[config.mk]
export PLATFORM = sky130hd
export DESIGN_NAME = pdgi_regs
export DESIGN_NICKNAME = d
export VERILOG_FILES = /design/src/rtl/core/pdgi_pkg.sv /design/src/rtl/core/pdgi_regs.sv
export SDC_FILE = /design/constraint.sdc
export NUM_CORES = 1
export LEC_CHECK = 0
export BUFFER_PORTS_ARGS = -buffer_cell sky130_fd_sc_hd__buf_2
export CORE_MARGIN = 2
export CORE_UTILIZATION = 45
export CTS_CLUSTER_SIZE = 10
export DETAILED_ROUTE_END_ITERATION = 8
export PLACE_DENSITY_LB_ADDON = 0.15
export SLEW_MARGIN = 20
export SYNTH_ARGS = -nofsm -noshare
export SYNTH_HDL_FRONTEND = slang
export SYNTH_SLANG_ARGS = --single-unit
[constraint.sdc]
create_clock -name clk -period 1.15 [get_ports clk]
set_clock_uncertainty 0.15 [all_clocks]
set_input_delay 0.0575 -clock clk [delete_from_list [all_inputs] [get_ports clk]]
set_output_delay 0.0575 -clock clk [all_outputs]
set_load 0.01 [all_outputs]
[src/rtl/core/pdgi_pkg.sv]
`timescale 1ns / 1ps

package pdgi_pkg;

	localparam int unsigned FRAC_BITS_DEF = 16;

	// pipeline shape: squares, sum, 32 root steps, two coefficient stages
	localparam int unsigned ROOT_STEPS   = 32;
	localparam int unsigned MAG_STAGES   = ROOT_STEPS + 4;
	localparam int unsigned INTEG_STAGES = 8;
	localparam int unsigned PIPE_DEPTH   = MAG_STAGES + INTEG_STAGES;

	localparam int unsigned ADDR_W = 5;
	localparam logic signed [23:0] GRAV_Z_RST = -24'sd642253;
	localparam logic [16:0] TIME_STEP_RST = 17'd1092;

	typedef enum logic [2:0] {
		REG_GRAV_X    = 3'd0,
		REG_GRAV_Y    = 3'd1,
		REG_GRAV_Z    = 3'd2,
		REG_DRAG_COEF = 3'd3,
		REG_DRAG_EN   = 3'd4,
		REG_TIME_STEP = 3'd5
	} reg_idx_t;

	typedef logic signed [31:0] q_t;

	typedef struct packed {
		logic signed [23:0] grav_x;
		logic signed [23:0] grav_y;
		logic signed [23:0] grav_z;
		logic [22:0]        drag_coef;
		logic               drag_en;
		logic [16:0]        time_step;
	} cfg_t;

	typedef struct packed {
		q_t [2:0]    pos;
		q_t [2:0]    vel;
		q_t [2:0]    frc;
		logic [30:0] inv_mass;
		logic [16:0] damp;
	} particle_t;

	typedef struct packed {
		particle_t   pkt;
		logic [30:0] coef;
	} mag_t;

	typedef struct packed {
		q_t [2:0] pos;
		q_t [2:0] vel;
	} result_t;

	// saturate to the signed 32-bit range
	function automatic q_t sat32(input logic signed [65:0] v);
		if (v > 66'sd2147483647) begin
			return 32'h7FFF_FFFF;
		end else if (v < -66'sd2147483648) begin
			return 32'h8000_0000;
		end
		return v[31:0];
	endfunction

	// round to nearest, ties up: floor((p + half) / 2^f)
	function automatic logic signed [65:0] rnd(input logic signed [65:0] p,
			input int unsigned f);
		logic signed [65:0] half;
		half = $signed(66'd1 << (f - 1));
		return (p + half) >>> f;
	endfunction

	// unsigned round, clamp to 2^31-1
	function automatic logic [30:0] urnd_sat(input logic [63:0] p, input int unsigned f);
		logic [64:0] q;
		q = ({1'b0, p} + (65'd1 << (f - 1))) >> f;
		return (q > 65'h7FFF_FFFF) ? 31'h7FFF_FFFF : q[30:0];
	endfunction

endpackage

[src/rtl/core/pdgi_regs.sv]
`timescale 1ns / 1ps

module pdgi_regs (
	input  logic                       clk,
	input  logic                       arst_n,
	input  logic                       psel,
	input  logic                       penable,
	input  logic                       pwrite,
	input  logic [pdgi_pkg::ADDR_W-1:0] paddr,
	input  logic [31:0]                pwdata,
	output logic [31:0]                prdata,
	output logic                       pready,
	output pdgi_pkg::cfg_t             cfg
);

	pdgi_pkg::cfg_t   cfg_q;
	pdgi_pkg::reg_idx_t idx;

	assign idx    = pdgi_pkg::reg_idx_t'(paddr[pdgi_pkg::ADDR_W-1:2]);
	assign pready = 1'b1;
	assign cfg    = cfg_q;

	// register writes on the access cycle
	always_ff @(posedge clk or negedge arst_n) begin
		if (!arst_n) begin
			cfg_q.grav_x    <= '0;
			cfg_q.grav_y    <= '0;
			cfg_q.grav_z    <= pdgi_pkg::GRAV_Z_RST;
			cfg_q.drag_coef <= '0;
			cfg_q.drag_en   <= 1'b0;
			cfg_q.time_step <= pdgi_pkg::TIME_STEP_RST;
		end else if (psel && penable && pwrite) begin
			case (idx)
				pdgi_pkg::REG_GRAV_X:    cfg_q.grav_x    <= pwdata[23:0];
				pdgi_pkg::REG_GRAV_Y:    cfg_q.grav_y    <= pwdata[23:0];
				pdgi_pkg::REG_GRAV_Z:    cfg_q.grav_z    <= pwdata[23:0];
				pdgi_pkg::REG_DRAG_COEF: cfg_q.drag_coef <= pwdata[22:0];
				pdgi_pkg::REG_DRAG_EN:   cfg_q.drag_en   <= pwdata[0];
				pdgi_pkg::REG_TIME_STEP: cfg_q.time_step <= pwdata[16:0];
				default: ;
			endcase
		end
	end

	// read mux
	always_comb begin
		case (idx)
			pdgi_pkg::REG_GRAV_X:    prdata = {8'd0, cfg_q.grav_x};
			pdgi_pkg::REG_GRAV_Y:    prdata = {8'd0, cfg_q.grav_y};
			pdgi_pkg::REG_GRAV_Z:    prdata = {8'd0, cfg_q.grav_z};
			pdgi_pkg::REG_DRAG_COEF: prdata = {9'd0, cfg_q.drag_coef};
			pdgi_pkg::REG_DRAG_EN:   prdata = {31'd0, cfg_q.drag_en};
			pdgi_pkg::REG_TIME_STEP: prdata = {15'd0, cfg_q.time_step};
			default:                 prdata = '0;
		endcase
	end

endmodule

# After elaboration in Yosys (flattened, before gate mapping)

Cells that the tools add are included.

Input port bits: 42
Flip-flop bits (word level): 113
Word-level logic and storage cells: 21
Output and inout port bits: 146

Equality and inequality tests: 5
Multiplexer cells: 1
Reductions and logical operators: 9

Operators by type and width:

| kind                 | number |
|---|---|
| $pmux W24 S6         | 1 |
| $reduce_and A2 Y1    | 6 |
| $eq A3 B2 Y1 const B | 2 |
| $eq A3 B3 Y1 const B | 2 |
| $eq A3 B1 Y1 const B | 1 |
| $logic_not A3 Y1     | 1 |
| $logic_and A1 B1 Y1  | 2 |

# Depth between registers and ports, before layout

Depth after elaboration: 3
Gate-level depth with buffers: 6
Mapped depth without buffers: 3

# Worst setup path after synthesis

Ideal clock, no wire load.

Path type: input -> register
Start point: in paddr[4] (netlist bit)
End point: reg cfg_q (netlist bit cfg[101])
Required time: 875 ps
Arrival: 1236 ps
Stages: 6
Setup slack: -362 ps
Cells stage by stage: buf_6 -> nand4b_4 -> or3_1 -> buf_6 -> buf_6 -> mux2_4

Cells in the longest elaborated chain, start to end: 2

RTL lines:

| item                        | RTL line        | text |
|---|---|---|
| start, declared             | pdgi_regs.sv:9  | `input logic [pdgi_pkg::ADDR_W-1:0] paddr,` |
| $logic_not A3 Y1            | pdgi_regs.sv:33 | `case (idx)` |
| $reduce_and A2 Y1 (no line) | --              |  |
| end, declared               | pdgi_regs.sv:16 | `pdgi_pkg::cfg_t cfg_q;` |

No other way between the ends.
A chain may end at the register's enable or synchronous reset.

# Worst setup path after layout

Start point: reg cfg_q (netlist bit cfg[110])
End point: out prdata[21]

Cells in the longest elaborated chain, start to end: 1

RTL lines:

| item          | RTL line        | text |
|---|---|---|
| $pmux W24 S6  | pdgi_regs.sv:47 | `case (idx)` |
| end, declared | pdgi_regs.sv:11 | `output logic [31:0] prdata,` |

No other way between the ends.

==> impl_results.md <==
- Drt initial violations: 281
- Worst-path fanout max: 2
- CP Capture Type: output pin
- FF-to-FF Start: cfg[11]$_DFFE_PN0P_
- Crit Path Class: reg -> out
- Setup WS pre-CTS: -0.472 ns
- Post-layout worst setup margin: -0.622 ns
- Core Area: 0.0115 mm2
- Seq/Total Area, Yosys: 0.537
- Clock tree buffer depth: 2
- Largest net degree at the start of global routing: 62
- CTS clk-pin slew, worst paths: 0.06 ns
- Worst slew margin: 0.418
- Input/output buffers: 168
- Arr. time, crit path: 1.56 ns
- RSZ-0062 raised after global routing: true
- Ys Warns: 0
- Worst Hold Class: in -> async
- DRC: 0
- Row Count: 39
- Share of layout cells above drive strength 1: 0.718
- Met2 Use GR: 0.446
- Share of the synthesized area in the top cell type: 0.453
- Vias in the first global route: 4,611
- Max cap viols: 0
- Fmax: 564 MHz
- PwrDens: 1780 mW/mm2
- Chip height: around 110 um
- GR Layer Usage met1: 0.337
- R2R depth: 4
- Max reg flops: 113
- Clk_lat worst skew: 0.41 ns
- GRT busiest layer: met2
- #FFs+latches synth: approximately 110
- Antenna cell count: 0
- Max Slew Vio Count: 0
- Via density: between 5 and 6
- Hold Vio Cnt, Final: 0
- CP max stage cell: mux4_2
- Min Tclk post-route: 1.77 ns
- Gr usage total: 0.267
- CP peak stage delay: 0.47 ns
- First drt pass iteration count: 5
- Critical-path cell list: mux4_2 -> nor2b_4 -> buf_6
- Post-synth top area cell: dfrtp_1
- Reg2reg end: cfg[11]$_DFFE_PN0P_
- Post-synthesis cell type count: 32
- Die area: 0.0127 mm2
- ANT nets after route: 0
- Worst Setup SP: cfg[110]$_DFFE_PN0P_
- Synth-to-layout area growth: 74.8%
- Clock sinks: 113
- Top post-synthesis cells by area: dfrtp_1 45%, mux2_2 21%, dfstp_2 8.4%
- Routed WL: between 15,000 and 20,000 um
- H-tree lvl count: 4
- Worst IR drop on VDD: 0.00138 V
- GP Congestion: 0.779
- Antenna violations before repair: 0
- Register-to-register setup slack: -0.10 ns
- Clock buffer count from CTS: 17
- Measured slew at the worst slew-check pin: 0.871 ns
- Static Leakage: 4.70 nW
- Final nets: about 740
- TritonCTS clock tree: done
- Mapped Cells: roughly 360
- DP HPWL: 10,700 um
- Fillers: 647
- Drt wl/cell: 20.6 um
- Mean post-synth cell area: 14.7 um2
- Critical Path RT: 0.94 ns
- Grt total ovfl: 0
- First-pass GRT wire length: 25,800 um
- I/O pins: 188
- Met3 Resource Use GR: 0.0691
- Root Driver: clkbuf_16
- Status: finished, violations left
- WHS: roughly 0.036 ns
- Vias post-DR: approximately 4,400
- Crit share post-route: 1.54
- Post-synthesis cell area: 0.00531 mm2
- Final setup fails: 154
- CP Launch Type: flip-flop
- Violated checks: setup timing
- Chip width: 113 um
- Initial Util: 0.463
==> worst max-delay path by stage <==
stage / slack [ns] / to / cells after the start
finish: -0.62 / prdata[21] / 3
global route: -0.64 / prdata[21] / 3
CTS: -0.60 / prdata[17] / 3
detailed placement: -0.47 / cfg[96]$_DFFE_PN0P_ / 5
global placement: -0.44 / cfg[101]$_DFFE_PN0P_ / 5
floorplan: -0.36 / cfg[101]$_DFFE_PN0P_ / 6
==> cells by family (layout without fill, tap and decap cells) <==
group / after synthesis / in the layout / share of synthesized area
flip-flops: 113 / 113 / 0.537
other: 2 / 9 / 0.00142
AND/OR/NAND/NOR: 25 / 25 / 0.0311
buffers and inverters: 32 / 370 / 0.0391
AO/OA/AOI/OAI: 39 / 39 / 0.0516
multiplexers: 150 / 150 / 0.340
==> cells in the final DEF (no fill, tap or decap), types with 9 or more instances in the layout <==
| cell type | count |
|---|---|
| dfstp_2 | 17 |
| buf_2 | 86 |
| o22ai_1 | 10 |
| clkbuf_16 | 17 |
| mux2_4 | 53 |
| mux2_2 | 68 |
| dlygate4sd3_1 | 25 |
| buf_6 | 172 |
| buf_4 | 47 |
| a21o_1 | 10 |
| conb_1 | 9 |
| dfrtp_1 | 96 |
| mux2i_1 | 23 |
==> per-layer routing <==
| layer | wire length [um] | vias to the layer above | share of wire |
|---|---|---|---|
| met5 | 0 | - | 0 |
| met4 | 265 | 0 | 0.015 |
| met3 | 1100 | 18 | 0.063 |
| met2 | 9020 | 169 | 0.52 |
| met1 | 7100 | 2259 | 0.41 |
| li1 | - | 1988 | - |
==> worst max-delay path: cells and delay by family (launching register included) <==
kind                   cells  cell delay, ns
buffers and inverters      1            0.12
multiplexers               1            0.47
flip-flops                 1            0.41
AND/OR/NAND/NOR            1            0.15
==> final cells by class <==
cell class	count	area [um2]	area share
Clock buffer	25	495	0.0534
Timing Repair Buffer	339	3130	0.338
Sequential cell	113	2850	0.307
Tap cell	143	179	0.0193
Multi-Input combinational cell	223	2540	0.274
Clock inverter	6	80.1	0.00863
==> power breakdown <==
part           switching, mW  total (mW)  internal [mW]  leakage (nW)
sequential             0.649        5.50           4.85          1.40
clock                   1.78        5.17           3.39         0.287
combinational           2.09        5.80           3.71          3.01
total                   4.52        16.5           12.0          4.70
==> metrics by stage <==
step | cell area [um2] | TNS [ns] | util | power (mW) | cells
3_3_place_gp | 7060 | -48.74 | 0.616 | 9.24 | 743
6_report | 9280 | -23.13 | 0.809 | 16.5 | 849
3_5_place_dp | 7060 | -49.57 | 0.616 | 9.34 | 743
2_1_floorplan | 5460 | -32.21 | - | 7.26 | 368
4_1_cts | 8780 | -21.76 | 0.766 | 15.9 | 816
5_1_grt | 9280 | -28.83 | 0.809 | 17.2 | 849
==> repair_timing <==
action / CTS / global route
pin swaps: 9 / 6
hold endpoints to repair: 226 / 0
cloned: 0 / 2
resized for setup: 160 / 80
hold buffers: 26 / 0
setup endpoints to repair: 158 / 195
buffers inserted: 26 / 51
==> cells in the mapped netlist <==
| library cell | instances |
|---|---|
| a21o_1 | 10 |
| a221o_1 | 1 |
| a22oi_1 | 6 |
| a32oi_1 | 5 |
| and2_1 | 1 |
| buf_1 | 1 |
| buf_2 | 7 |
| buf_4 | 13 |
| buf_6 | 4 |
| clkbuf_1 | 7 |
| conb_1 | 2 |
| dfrtp_1 | 96 |
| dfstp_2 | 17 |
| mux2_2 | 101 |
| mux2_4 | 20 |
| mux2i_1 | 23 |
| mux4_2 | 6 |
| nand2_1 | 1 |
| nand2b_1 | 2 |
| nand3b_1 | 1 |
| nand4_1 | 1 |
| nand4b_4 | 1 |
| nor2_1 | 5 |
| nor2_2 | 1 |
| nor2b_1 | 7 |
| nor3_1 | 2 |
| nor3b_1 | 1 |
| nor3b_2 | 1 |
| o21a_1 | 1 |
| o21ai_0 | 6 |
| o22ai_1 | 10 |
| or3_1 | 1 |
Power figures use the tool's default switching activity.
